--- src/rtl/dlps_pkg.sv ---
// ----------------------------------------------------------------------------
// dlps_pkg: shared types and constants for the DDA line pattern stepper
// Default geometry, command and style codes, and the divider handshake.
// ----------------------------------------------------------------------------
package dlps_pkg;

    localparam int C_COORD_BITS = 12;
    localparam int C_FRAC_BITS  = 16;

    // Register index of line_style
    localparam int REG_LINE_STYLE = 0;

    // Input word commands
    localparam logic CMD_LOAD = 1'b0;
    localparam logic CMD_TICK = 1'b1;

    typedef enum logic [1:0] {
        STYLE_SOLID  = 2'd0,
        STYLE_DASHED = 2'd1,
        STYLE_DOTTED = 2'd2,
        STYLE_NONE   = 2'd3
    } t_style;

    typedef struct packed {
        logic start;
    } t_div_ctl;

    typedef struct packed {
        logic busy;
        logic done;
    } t_div_sts;

endpackage

--- src/rtl/dlps_div.sv ---
// ----------------------------------------------------------------------------
// dlps_div: iterative restoring divider
// One compare/subtract per cycle, FRAC_BITS+1 quotient bits per division.
// The quotient is known to fit FRAC_BITS+1 bits (numerator < den << QW).
// ----------------------------------------------------------------------------
module dlps_div #(
    parameter int COORD_BITS = dlps_pkg::C_COORD_BITS,
    parameter int FRAC_BITS  = dlps_pkg::C_FRAC_BITS
) (
    input  logic                            i_clk,
    input  logic                            i_rst_n,
    input  dlps_pkg::t_div_ctl              i_ctl,
    input  logic [COORD_BITS+FRAC_BITS+1:0] i_num,
    input  logic [COORD_BITS:0]             i_den,
    output dlps_pkg::t_div_sts              o_sts,
    output logic [FRAC_BITS:0]              o_quo
);
    import dlps_pkg::*;

    localparam int NW = COORD_BITS + FRAC_BITS + 2;
    localparam int QW = FRAC_BITS + 1;
    localparam int RW = COORD_BITS + 1;
    localparam int CW = $clog2(QW + 1);

    logic          r_busy;
    logic [CW-1:0] r_cnt;
    logic [RW-1:0] r_rem;
    logic [QW-1:0] r_lo;
    logic [QW-1:0] r_quo;
    logic [RW-1:0] r_den;

    logic [RW:0]   w_trial;
    logic [RW:0]   w_diff;
    logic          w_ge;
    logic          w_step;

    assign w_trial = {r_rem, r_lo[QW-1]};
    assign w_diff  = w_trial - {1'b0, r_den};
    assign w_ge    = (w_trial >= {1'b0, r_den});
    assign w_step  = r_busy && (r_cnt != '0);

    always_ff @(posedge i_clk) begin
        if (!i_rst_n) begin
            r_busy <= 1'b0;
            r_cnt  <= '0;
        end else if (i_ctl.start) begin
            r_busy <= 1'b1;
            r_cnt  <= CW'(QW);
        end else if (w_step) begin
            r_cnt  <= r_cnt - 1'b1;
        end else begin
            r_busy <= 1'b0;
        end
    end

    always_ff @(posedge i_clk) begin
        if (i_ctl.start) begin
            r_rem <= i_num[NW-1:QW];
            r_lo  <= i_num[QW-1:0];
            r_den <= i_den;
        end else if (w_step) begin
            r_rem <= w_ge ? w_diff[RW-1:0] : w_trial[RW-1:0];
            r_lo  <= {r_lo[QW-2:0], 1'b0};
            r_quo <= {r_quo[QW-2:0], w_ge};
        end
    end

    assign o_sts.busy = r_busy;
    assign o_sts.done = r_busy && (r_cnt == '0);
    assign o_quo      = r_quo;

endmodule

--- src/rtl/dda_line_pattern_stepper.sv ---
// ----------------------------------------------------------------------------
// dda_line_pattern_stepper: DDA line rasterizer with a line style
// Loads a line, divides out the per-axis increments, then steps pixels.
// ----------------------------------------------------------------------------
// Usage:
//  - Input channel (i_valid / o_ready) carries one word per command. cmd LOAD
//    takes start and end points; cmd TICK advances the line by one pixel.
//  - Output channel (o_valid / i_ready) returns exactly one word per input
//    word, in order. Load words and ticks past the end return valid_res 0
//    with all other fields zero.
//  - A tick result shows on the output in the cycle after acceptance; ticks may
//    be accepted every cycle while the receiver keeps up.
//  - A load of nonzero length keeps o_ready low while two divisions, x then y,
//    run one after the other through the single restoring divider at one
//    quotient bit per cycle. A zero-length load starts no division.
//  - A finished word sits in the output register; a new word is accepted in
//    the same cycle the old one is taken. A stalled receiver holds o_ready
//    low once the output register is full.
//  - line_style is written through the APB port and read on every tick.
//  - Reset (synchronous, active low) clears the line, the pattern position,
//    the style (solid) and the output valid flag.
// ----------------------------------------------------------------------------
module dda_line_pattern_stepper #(
    parameter int COORD_BITS = dlps_pkg::C_COORD_BITS,
    parameter int FRAC_BITS  = dlps_pkg::C_FRAC_BITS
) (
    input  logic                         i_clk,
    input  logic                         i_rst_n,
    // input word channel
    input  logic                         i_valid,
    output logic                         o_ready,
    input  logic                         i_cmd,
    input  logic signed [COORD_BITS-1:0] i_start_x,
    input  logic signed [COORD_BITS-1:0] i_start_y,
    input  logic signed [COORD_BITS-1:0] i_end_x,
    input  logic signed [COORD_BITS-1:0] i_end_y,
    // output word channel
    output logic                         o_valid,
    input  logic                         i_ready,
    output logic                         o_valid_res,
    output logic signed [COORD_BITS-1:0] o_pixel_x,
    output logic signed [COORD_BITS-1:0] o_pixel_y,
    output logic                         o_draw,
    output logic                         o_last,
    // APB configuration port
    input  logic                         psel,
    input  logic                         penable,
    input  logic                         pwrite,
    input  logic [2:0]                   paddr,
    input  logic [31:0]                  pwdata,
    output logic [31:0]                  prdata,
    output logic                         pready
);
    import dlps_pkg::*;

    localparam int C  = COORD_BITS;
    localparam int F  = FRAC_BITS;
    localparam int AW = C + F + 1;   // accumulator width
    localparam int IW = F + 2;       // signed increment width
    localparam int NW = C + F + 2;   // divider numerator width
    localparam int PW = 5;           // pattern counter width

    // dash: counts below DASH_ON draw, wrap at DASH_LEN; dot: below DOT_ON draw
    localparam logic [PW:0]   DASH_LEN = (PW+1)'(25);
    localparam logic [PW-1:0] DASH_ON  = PW'(21);
    localparam logic [PW-1:0] DOT_ON   = PW'(2);

    typedef enum logic [3:0] {
        S_IDLE = 4'b0001,
        S_PREP = 4'b0010,
        S_XDIV = 4'b0100,
        S_YDIV = 4'b1000
    } t_state;

    // control state
    t_state          r_state, n_state;
    logic [C-1:0]    r_steps_left, n_steps_left;
    logic [PW-1:0]   r_pat, n_pat;
    t_style          r_style;
    logic            r_ovalid, n_ovalid;

    // line payload
    logic signed [AW-1:0] r_acc_x, n_acc_x;
    logic signed [AW-1:0] r_acc_y, n_acc_y;
    logic signed [IW-1:0] r_inc_x, n_inc_x;
    logic signed [IW-1:0] r_inc_y, n_inc_y;
    logic [C-1:0]         r_mag_x, n_mag_x;
    logic [C-1:0]         r_mag_y, n_mag_y;
    logic                 r_neg_x, n_neg_x;
    logic                 r_neg_y, n_neg_y;

    // result payload
    logic                 r_res, n_res;
    logic [C-1:0]         r_px, n_px;
    logic [C-1:0]         r_py, n_py;
    logic                 r_draw, n_draw;
    logic                 r_last, n_last;

    logic                 w_in_acc;
    logic                 w_out_free;
    logic signed [C:0]    w_dx, w_dy;
    logic [C-1:0]         w_mag_dx, w_mag_dy, w_step;

    t_div_ctl             s_div_ctl;
    t_div_sts             s_div_sts;
    logic [NW-1:0]        w_div_num;
    logic [C:0]           w_div_den;
    logic [F:0]           w_quo;
    logic [IW-1:0]        w_quo_ext;

    logic [C-1:0]         w_rnd_x, w_rnd_y;
    logic                 w_pdraw;
    logic [PW-1:0]        w_pat_nx;
    logic [PW:0]          w_pat_inc;
    logic                 w_cfg_wr;

    // round to nearest pixel, ties away from zero, masked to C bits
    function automatic logic [C-1:0] round_pix(input logic [AW-1:0] a);
        logic [AW-1:0] m;
        logic [AW-1:0] s;
        logic [C:0]    r;
        m = a[AW-1] ? -a : a;
        s = m + (AW'(1) << (F - 1));
        r = s[AW-1:F];
        round_pix = a[AW-1] ? C'(-r) : C'(r);
    endfunction

    // ---------------- handshakes ----------------
    assign w_out_free = !r_ovalid || i_ready;
    assign o_ready    = (r_state == S_IDLE) && w_out_free;
    assign w_in_acc   = i_valid && o_ready;

    // ---------------- load geometry ----------------
    assign w_dx     = {i_end_x[C-1], i_end_x} - {i_start_x[C-1], i_start_x};
    assign w_dy     = {i_end_y[C-1], i_end_y} - {i_start_y[C-1], i_start_y};
    assign w_mag_dx = w_dx[C] ? C'(-w_dx) : C'(w_dx);
    assign w_mag_dy = w_dy[C] ? C'(-w_dy) : C'(w_dy);
    assign w_step   = (w_mag_dx > w_mag_dy) ? w_mag_dx : w_mag_dy;

    // ---------------- shared divider ----------------
    // inc = (|d| * 2^(F+1) + step) / (2 * step), x in PREP, y when x is done
    always_comb begin
        logic [C-1:0] mag;
        mag       = (r_state == S_PREP) ? r_mag_x : r_mag_y;
        w_div_num = NW'({mag, {(F+1){1'b0}}}) + NW'(r_steps_left);
    end
    assign w_div_den       = {r_steps_left, 1'b0};
    assign s_div_ctl.start = (r_state == S_PREP) || ((r_state == S_XDIV) && s_div_sts.done);
    assign w_quo_ext       = {1'b0, w_quo};

    dlps_div #(
        .COORD_BITS (COORD_BITS),
        .FRAC_BITS  (FRAC_BITS)
    ) u_div (
        .i_clk   (i_clk),
        .i_rst_n (i_rst_n),
        .i_ctl   (s_div_ctl),
        .i_num   (w_div_num),
        .i_den   (w_div_den),
        .o_sts   (s_div_sts),
        .o_quo   (w_quo)
    );

    // ---------------- line style pattern ----------------
    assign w_pat_inc = {1'b0, r_pat} + 1'b1;
    always_comb begin
        w_pdraw  = 1'b0;
        w_pat_nx = r_pat;
        unique case (r_style)
            STYLE_SOLID: begin
                w_pdraw = 1'b1;
            end
            STYLE_DASHED: begin
                w_pdraw  = (r_pat < DASH_ON);
                w_pat_nx = (w_pat_inc >= DASH_LEN) ? '0 : w_pat_inc[PW-1:0];
            end
            STYLE_DOTTED: begin
                w_pdraw  = (r_pat < DOT_ON);
                w_pat_nx = (r_pat < DOT_ON) ? w_pat_inc[PW-1:0] : '0;
            end
            STYLE_NONE: begin
                w_pdraw = 1'b0;
            end
        endcase
    end

    assign w_rnd_x = round_pix(r_acc_x);
    assign w_rnd_y = round_pix(r_acc_y);

    // ---------------- sequencer ----------------
    always_comb begin
        n_state      = r_state;
        n_steps_left = r_steps_left;
        n_pat        = r_pat;
        n_ovalid     = r_ovalid && !i_ready;
        n_acc_x      = r_acc_x;
        n_acc_y      = r_acc_y;
        n_inc_x      = r_inc_x;
        n_inc_y      = r_inc_y;
        n_mag_x      = r_mag_x;
        n_mag_y      = r_mag_y;
        n_neg_x      = r_neg_x;
        n_neg_y      = r_neg_y;
        n_res        = r_res;
        n_px         = r_px;
        n_py         = r_py;
        n_draw       = r_draw;
        n_last       = r_last;

        unique case (r_state)
            S_IDLE: begin
                if (w_in_acc) begin
                    n_ovalid = 1'b1;
                    n_res    = 1'b0;
                    n_px     = '0;
                    n_py     = '0;
                    n_draw   = 1'b0;
                    n_last   = 1'b0;
                    if (i_cmd == CMD_LOAD) begin
                        n_acc_x      = {i_start_x[C-1], i_start_x, {F{1'b0}}};
                        n_acc_y      = {i_start_y[C-1], i_start_y, {F{1'b0}}};
                        n_mag_x      = w_mag_dx;
                        n_mag_y      = w_mag_dy;
                        n_neg_x      = w_dx[C];
                        n_neg_y      = w_dy[C];
                        n_steps_left = w_step;
                        n_pat        = '0;
                        n_inc_x      = '0;
                        n_inc_y      = '0;
                        if (w_step != '0) begin
                            n_state = S_PREP;
                        end
                    end else if (r_steps_left != '0) begin
                        n_res        = 1'b1;
                        n_px         = w_rnd_x;
                        n_py         = w_rnd_y;
                        n_draw       = w_pdraw;
                        n_last       = (r_steps_left == C'(1));
                        n_pat        = w_pat_nx;
                        n_acc_x      = r_acc_x + AW'(r_inc_x);
                        n_acc_y      = r_acc_y + AW'(r_inc_y);
                        n_steps_left = r_steps_left - 1'b1;
                    end
                end
            end
            S_PREP: begin
                n_state = S_XDIV;
            end
            S_XDIV: begin
                if (s_div_sts.done) begin
                    n_inc_x = r_neg_x ? -w_quo_ext : w_quo_ext;
                    n_state = S_YDIV;
                end
            end
            S_YDIV: begin
                if (s_div_sts.done) begin
                    n_inc_y = r_neg_y ? -w_quo_ext : w_quo_ext;
                    n_state = S_IDLE;
                end
            end
            default: begin
                n_state = S_IDLE;
            end
        endcase
    end

    always_ff @(posedge i_clk) begin
        if (!i_rst_n) begin
            r_state      <= S_IDLE;
            r_steps_left <= '0;
            r_pat        <= '0;
            r_ovalid     <= 1'b0;
        end else begin
            r_state      <= n_state;
            r_steps_left <= n_steps_left;
            r_pat        <= n_pat;
            r_ovalid     <= n_ovalid;
        end
    end

    always_ff @(posedge i_clk) begin
        r_acc_x <= n_acc_x;
        r_acc_y <= n_acc_y;
        r_inc_x <= n_inc_x;
        r_inc_y <= n_inc_y;
        r_mag_x <= n_mag_x;
        r_mag_y <= n_mag_y;
        r_neg_x <= n_neg_x;
        r_neg_y <= n_neg_y;
        r_res   <= n_res;
        r_px    <= n_px;
        r_py    <= n_py;
        r_draw  <= n_draw;
        r_last  <= n_last;
    end

    assign o_valid     = r_ovalid;
    assign o_valid_res = r_res;
    assign o_pixel_x   = r_px;
    assign o_pixel_y   = r_py;
    assign o_draw      = r_draw;
    assign o_last      = r_last;

    // ---------------- APB register ----------------
    // paddr[2] selects the register index; only index REG_LINE_STYLE exists
    assign pready   = 1'b1;
    assign w_cfg_wr = psel && penable && pwrite && (paddr[2] == 1'(REG_LINE_STYLE));

    always_ff @(posedge i_clk) begin
        if (!i_rst_n) begin
            r_style <= STYLE_SOLID;
        end else if (w_cfg_wr) begin
            r_style <= t_style'(pwdata[1:0]);
        end
    end

    assign prdata = (paddr[2] == 1'(REG_LINE_STYLE)) ? 32'(r_style) : '0;

    // ---------------- assertions ----------------
    a_zero_len: assert property (@(posedge i_clk) disable iff (!i_rst_n)
        (w_in_acc && (i_cmd == CMD_LOAD) && (w_step == '0))
        |=> ((r_steps_left == '0) && (r_state == S_IDLE)))
        else $error("zero-length load left steps or started a division");

    a_idle_div: assert property (@(posedge i_clk) disable iff (!i_rst_n)
        (r_state == S_IDLE) |-> !s_div_sts.busy)
        else $error("divider busy while sequencer idle");

    a_last_res: assert property (@(posedge i_clk) disable iff (!i_rst_n)
        (o_valid && o_last) |-> o_valid_res)
        else $error("last marker on a word without a step");

    a_div_hold: assert property (@(posedge i_clk) disable iff (!i_rst_n)
        (r_state == S_XDIV) |=> $stable(r_steps_left))
        else $error("step count changed during division");

    a_done_state: assert property (@(posedge i_clk) disable iff (!i_rst_n)
        s_div_sts.done |-> ((r_state == S_XDIV) || (r_state == S_YDIV)))
        else $error("divider finished outside a division state");

endmodule

--- config.mk ---
export PLATFORM = sky130hd
export DESIGN_NAME = dda_line_pattern_stepper
export DESIGN_NICKNAME = d
export VERILOG_FILES = /design/src/rtl/dlps_pkg.sv /design/src/rtl/dlps_div.sv /design/src/rtl/dda_line_pattern_stepper.sv
export SDC_FILE = /design/constraint.sdc
export NUM_CORES = 1
export LEC_CHECK = 0
export BUFFER_PORTS_ARGS = -buffer_cell sky130_fd_sc_hd__buf_4
export CORE_ASPECT_RATIO = 1.5
export CORE_MARGIN = 3
export CORE_UTILIZATION = 60
export DETAILED_ROUTE_END_ITERATION = 8
export GPL_TIMING_DRIVEN = 1
export MAX_ROUTING_LAYER = met4
export PLACE_DENSITY = 0.92
export SYNTH_ARGS = -nofsm -noshare
export SYNTH_HDL_FRONTEND = slang
export SYNTH_SLANG_ARGS = --single-unit
--- constraint.sdc ---
create_clock -name i_clk -period 6.65 [get_ports i_clk]
set_input_delay 0.3325 -clock i_clk [delete_from_list [all_inputs] [get_ports i_clk]]
set_output_delay 0.3325 -clock i_clk [all_outputs]
set_load 0.05 [all_outputs]
==> results of run 1 <==
## flip-flops by register name, summed over array words and instances, names as in the netlist, 2 cells and up
signal and count:
r_style 2, r_mag_y 12, o_pixel_x 12, r_mag_x 12, u_div.r_cnt 5, r_inc_x 18, r_steps_left 12, u_div.r_lo 17
r_acc_x 29, o_pixel_y 12, r_inc_y 18, u_div.o_quo 17, u_div.r_den 12, r_state 4, r_acc_y 29, u_div.r_rem 13
r_pat 5
## per-stage QoR
step	total power, W	hold WS, ps	utilization
after floorplan	0.00362	441	-
after global placement	0.00403	494	0.647
after detailed placement	0.00414	501	0.647
after CTS	0.00556	68.9	0.675
after global routing	0.00587	89.5	0.675
final	0.00560	79.4	0.675
## path summary, 6_finish.rpt
kind                                                  start                          end  cells after the start  slack (ps)
worst min-delay path                              pwdata[1]      r_style[1]$_SDFFE_PN0P_                      3          80
worst min register to register  u_div.r_cnt[1]$_SDFFE_PP0P_  u_div.r_cnt[1]$_SDFFE_PP0P_                      2         510
worst max-delay path                             i_end_y[0]      r_state[1]$_SDFFE_PN0P_                     22        1040
worst max register to register    r_acc_x[12]$_SDFFCE_PN0P_  o_pixel_x[10]$_SDFFCE_PN0P_                     15        1970
## power by group through the flow
| stage | Clock [W] | Sequential (W) | Combinational, W |
|---|---|---|---|
| after detailed placement | 0 | 0.00203 | 0.00211 |
| final | 0.00141 | 0.00201 | 0.00217 |
| after CTS | 0.00142 | 0.00200 | 0.00214 |
| after floorplan | 0 | 0.00206 | 0.00156 |
| after global routing | 0.00148 | 0.00203 | 0.00237 |
| after global placement | 0 | 0.00202 | 0.00201 |
## Yosys cell counts (8+ instances only)
cell        n  area share
edfxtp_1  206        0.34
nor2_1    174       0.036
nand2_1   137       0.029
inv_1     123       0.026
ha_1      117       0.082
a21oi_1   111       0.031
o21ai_0    92       0.026
xnor2_1    81       0.040
xor2_1     74       0.036
clkbuf_1   56       0.012
nor2b_1    49       0.017
a21o_1     47       0.020
nor3_1     38       0.011
mux2i_1    36       0.020
nand3_1    35      0.0098
buf_4      31       0.013
dfxtp_1    30       0.033
a211oi_1   28       0.012
o31ai_1    27       0.011
nand4_1    24      0.0084
or3_1      24      0.0084
and2_1     22      0.0077
and3_1     22      0.0077
a31oi_1    19      0.0066
mux2_2     19       0.012
nand2b_1   19      0.0066
nand3b_1   18      0.0075
o21a_1     17      0.0071
o22ai_1    15      0.0052
nor3b_1    14      0.0059
o211ai_1   14      0.0059
a21boi_0   10      0.0042
nand4b_1   10      0.0049
nor4_1     10      0.0035
or2_2      10      0.0035
buf_1       9      0.0019
o21bai_1    8      0.0033
or4_1       8      0.0033
## per-layer routing
metal,wire (um),up-vias
met1,17300,7309
met5,0,-
met2,23000,694
met4,2300,0
li1,-,7131
met3,3020,153
## worst register-to-register path: stages, from the launching register on
cell	delay, ps
edfxtp_1	430
nor4_2	380
and4_1	490
nand2_1	210
nand2_1	120
xnor2_1	130
ha_1	290
inv_1	100
o41ai_1	610
nor3_1	200
a21oi_2	300
mux2_2	370
a211oi_1	380
o31ai_1	160
xnor2_1	190
nor2_1	50
## cell families (layout without fill, tap and decap cells)
| kind of cell | after synthesis | in the layout | synth area share |
|---|---|---|---|
| compound gates | 480 | 480 | 0.179 |
| xor+xnor | 157 | 157 | 0.0782 |
| fa+ha+maj | 123 | 123 | 0.0877 |
| buf+inv | 229 | 273 | 0.0548 |
| flops | 236 | 236 | 0.378 |
| mux | 55 | 55 | 0.0320 |
| other cells | 2 | 32 | 0.000418 |
| simple gates | 648 | 648 | 0.190 |
## layout by cell type (no fill, tap or decap), types with 25 or more instances in the layout
cell / instances
a211oi_1: 28
a21o_1: 47
a21oi_1: 110
buf_4: 101
clkbuf_16: 25
conb_1: 31
dfxtp_1: 30
edfxtp_1: 206
ha_1: 117
inv_1: 122
mux2i_1: 36
nand2_1: 137
nand3_1: 35
nor2_1: 172
nor2b_1: 49
nor3_1: 38
o21ai_0: 90
o31ai_1: 27
xnor2_1: 81
xor2_1: 74
## cell type report
class                           instances  area, um^2
Sequential cell                       236        6790
Fill cell                            2148        9460
Tap cell                              390         488
Multi-Input combinational cell       1494       10300
Clock inverter                         16         156
Inverter                              127         477
Timing Repair Buffer                  101         758
Clock buffer                           29         651
Antenna cell                            1        2.50
==> reports/metrics.cfg, run 1 <==
[synthesis]
netlist_area_um2=17900
synth-async-reset-ratio=0
synth_edf_count=206
avgSynthCellArea_um2=9.30
ys_ff_latch=236
syn-instance-count=1930
synthDistinctLibCells=97
synth_top_flop_cell=edfxtp_1
yosysWarnings=0
synth.yosys.seq_area_share=0.378

[pwr]
p_per_area_nw_per_um2=285
vdd_drop_max_mv=0.173
power.internal_w=0.00344
p_clk_frac=0.252
power.share.sequential=0.359
netSwitchingFraction=0.385
power.static_leakage_nw=8.02
switching_power_w=0.00216
p_comb_frac=0.388

[floorplan]
ios=153
die_h_um=218
die_area_um2=32100
start_util=0.617
rows=76
core_area_um2=29100
die_w_um=147

[finish]
drive_gt1_frac=0.107
stdcell_area_um2=19600
nets=2198
final_cells=2394
syn_to_final_growth_pct=9.41

[critical_path]
crit_buf_inv=3
cp_slowest_cell=o31ai_1
critPathKind=input port to flip-flop
path_cells=buf_4 -> inv_1 -> ha_1 -> fa_1 -> nand2b_1 -> a21oi_1 -> o21a_1 -> o31ai_1 -> nand3b_1 -> or4_1 -> o211ai_2 -> xnor2_1 -> ha_1 -> nand4_1 -> a211oi_1 -> o31a_1 -> clkinv_1 -> nor3b_1 -> a22oi_1 -> nor4_1 -> o2111ai_1 -> and3_1
start_kind=input port
cp_max_fo=14
cp_common_cell=ha_1
cp.arrival_ps=6020
required_ps=7060
slowest_delay_ps=640
end_kind=flip-flop
worst_path_dominant_cell_family=compound AO/OA/AOI/OAI gates

[detailed_routing]
wl_um=45600
avgViaCountPerCell=6.39
wire_per_inst_um=19.0
vias=15300
ant_nets=0
drtIter0Drc=1314
first_pass_iters=6
drc_errors=0

[global_routing]
grt_use_total=0.284
antenna_found_initial=1
grt_use_met3=0.0322
met2_usage=0.497
grt_pass1_vias=15100
grt-ovfl-total=0
grt_pass1_wl_um=73400
grt_max_degree=82
gr-usage-met1=0.322
busiest_layer=met2

[clock_network]
clkLatencyLatePin_ps=540
cts-root-buf=clkbuf_16
cts_setup_buffers=0
ctsHoldBuffers=0
cts_tree=done
cts_buffers=25
clk_pin_slew_ps=60
htree_levels=1
cts_max_path_buffers=3
cts.sinks=236
ctsResizeCount=0

[placed_design]
place_area_um2=18800
portBuffers=89
pre_cts_slack_ps=690
place_inst=2348
hpwl_um=32800
gp_congestion=0.984

[timing]
report.final.hold_viol_count=0
min_period_over_period=0.844
finalCriticalPeriod_ps=5610
slew_headroom=0.257
slew_viol_final=0
clock_skew_ps=22.2
fin_ws_ps=1040
finalSetupViolCount=0
tightest_slew_ps=1110
fmaxAchievable_ghz=0.178
rsz0062_at_grt=no
fin_setup_tns_ps=0

[outcome]
status=finished clean

[flow_run]
maxCapViolCount=0

[min_path]
min_path_type=input port to flip-flop

(Power assumes the default switching activity.)
==> inputs of run 2 (changes only) <==
==> constraint.sdc (replaced) <==
create_clock -name i_clk -period 5.44 [get_ports i_clk]
set_input_delay 0.272 -clock i_clk [delete_from_list [all_inputs] [get_ports i_clk]]
set_output_delay 0.272 -clock i_clk [all_outputs]
set_load 0.05 [all_outputs]
==> run 2 against run 1 <==
Effect of this change:
- core utilization grew 0.49 points
- combinational power grew 27%
- first-iteration DRC count shrank 1.8%
- clock power grew 26%
- final cell count grew 0.50%
- via count grew 1.6%
- cell area grew 0.73%
- critical endpoint unchanged
- clock skew grew 5.9 ps
- critical path type unchanged
==> reports/metrics.cfg, run 2 (same netlist as run 1, synthesis figures left out) <==
[timing]
report.final.hold_viol_count=0
min_period_over_period=0.893
holdWs_ps=9.98
fin_setup_tns_ps=0
finalCriticalPeriod_ps=4860
slew_headroom=0.265
tightest_slew_ps=1100
rsz0062_at_grt=no
slew_viol_final=0
clock_skew_ps=28.1
fmaxAchievable_ghz=0.206
finalSetupViolCount=0

[finish]
nFillCells=2074
mostFrequentLayoutCell=edfxtp_1
top_regs=r_acc_x (29), r_acc_y (29)
syn_to_final_growth_pct=10.2
final_cell_mix=206 x edfxtp_1, 172 x nor2_1, 137 x nand2_1
nets=2211
drive_gt1_frac=0.112

[pwr]
vdd_drop_max_mv=0.251
power.internal_w=0.00431
netSwitchingFraction=0.384
power.static_leakage_nw=8.09
p_per_area_nw_per_um2=354
switching_power_w=0.00269
p_comb_frac=0.395
power.share.sequential=0.351
p_clk_frac=0.254

[floorplan]
start_util=0.617
core_area_um2=29100
ios=153
rows=76
die_h_um=218
die_w_um=147
die_area_um2=32100

[outcome]
status=finished clean

[placed_design]
hpwl_um=33300
portBuffers=89
gp_congestion=0.940

[clock_network]
cts_tree=done
cts_buffers=24
clkLatencyLatePin_ps=560
cts_setup_buffers=0
cts.sinks=236
htree_levels=1
ctsResizeCount=0
cts-root-buf=clkbuf_16
clk_pin_slew_ps=70
cts_max_path_buffers=3

[critical_path]
cp.arrival_ps=5290
start_kind=input port
crit_buf_inv=3
cp_slowest_cell=a2111oi_0
critPathKind=input port to flip-flop
slowest_delay_ps=750
end_kind=flip-flop
path_cells=buf_4 -> inv_1 -> ha_1 -> a2111oi_0 -> a211oi_1 -> nor2_1 -> mux2_2 -> a221oi_1 -> o211ai_2 -> xnor2_1 -> ha_1 -> nand4_1 -> a211oi_1 -> o31a_1 -> clkinv_1 -> nor3b_1 -> a22oi_1 -> nor4_1 -> o2111ai_1 -> and3_1
cp_max_fo=6
worst_path_dominant_cell_family=compound AO/OA/AOI/OAI gates
required_ps=5870

[detailed_routing]
drtIter0Drc=1290
vias=15500
avgViaCountPerCell=6.45
wl_um=47100
ant_nets=0
drc_errors=0
wire_per_inst_um=19.6
first_pass_iters=7

[global_routing]
grt_pass1_vias=15300
grt_pass1_wl_um=75100
grt_use_total=0.292
grt-ovfl-total=0
grt_max_degree=68
antenna_found_initial=1

[min_path]
min_path_type=input port to flip-flop

[flow_run]
maxCapViolCount=0

==> run 2: cell count changes in the layout (fill, tap and decap cells not counted), moves of 2 or more <==
cell / before / now
bufinv_16: 2 / 4
clkinv_4: 1 / 3
clkinv_2: 6 / 2
buf_4: 101 / 113
==> run 2: worst reg2reg max path, cell delays in order, from the launching register on <==
cell      delay [ps]
edfxtp_1         490
nor4_2           380
and4_1           490
nand2_1          220
nand2_1          130
xnor2_1          140
ha_1             290
inv_1             90
o41ai_1          460
nor3_1           180
a21oi_2          290
mux2_2           370
a211oi_1         400
o31ai_1          180
xnor2_1          170
nor2_1            50
==> run 2: power groups by stage <==
stage               Sequential, W  Clock (W)  Combinational (W)
floorplan                 0.00251          0            0.00191
detailed placement        0.00248          0            0.00266
global placement          0.00247          0            0.00254
CTS                       0.00245    0.00178            0.00271
finish                    0.00245    0.00178            0.00276
global route              0.00247    0.00184            0.00299
==> run 2: cell type report <==
class	instances	area (um^2)	share of cell area
antenna	1	2.50	0.000127
clock buffer	26	608	0.0307
clock inverter	17	221	0.0112
inverter	127	477	0.0241
multi-input combinational	1494	10300	0.522
sequential	236	6790	0.343
tap	390	488	0.0247
timing repair buffer	115	878	0.0444
==> run 2: final timing paths <==
check | from | to | slack (ps) | cells past startpoint
worst max-delay path | i_start_y[7] | r_state[1]$_SDFFE_PN0P_ | 580 | 20
worst min register to register | r_steps_left[7]$_SDFFE_PN0P_ | u_div.r_den[8]$_DFFE_PN_ | 530 | 0
worst max register to register | r_acc_x[1]$_SDFFCE_PN0P_ | o_pixel_x[11]$_SDFFCE_PN0P_ | 860 | 15
worst min-delay path | pwdata[0] | r_style[0]$_SDFFE_PN0P_ | 10 | 3
==> run 2: per-layer routing <==
layer	share of wire	track usage	wire, um	vias to the layer above
met2	0.50	0.512	23500	791
met3	0.075	0.0376	3540	208
met1	0.37	0.323	17400	7367
met5	0	-	0	-
met4	0.056	0.157	2640	0
li1	-	-	-	7158
==> run 2: what timing repair did <==
item                                    CTS  global route
endpoints found under the setup margin    0             0
hold buffers                              1             0
endpoints found under the hold margin     1             0
==> run 2: stage by stage <==
step / setup WS [ps] / util / instances / cell area (um^2) / total power (W)
5_1_grt: 30.6 / 0.680 / 2406 / 19800 / 0.00731
3_5_place_dp: 153 / 0.651 / 2361 / 18900 / 0.00514
3_3_place_gp: 242 / 0.651 / 2361 / 18900 / 0.00501
6_report: 580 / 0.680 / 2406 / 19800 / 0.00699
4_1_cts: 659 / 0.680 / 2405 / 19800 / 0.00693
2_1_floorplan: 499 / - / 1959 / 18100 / 0.00442
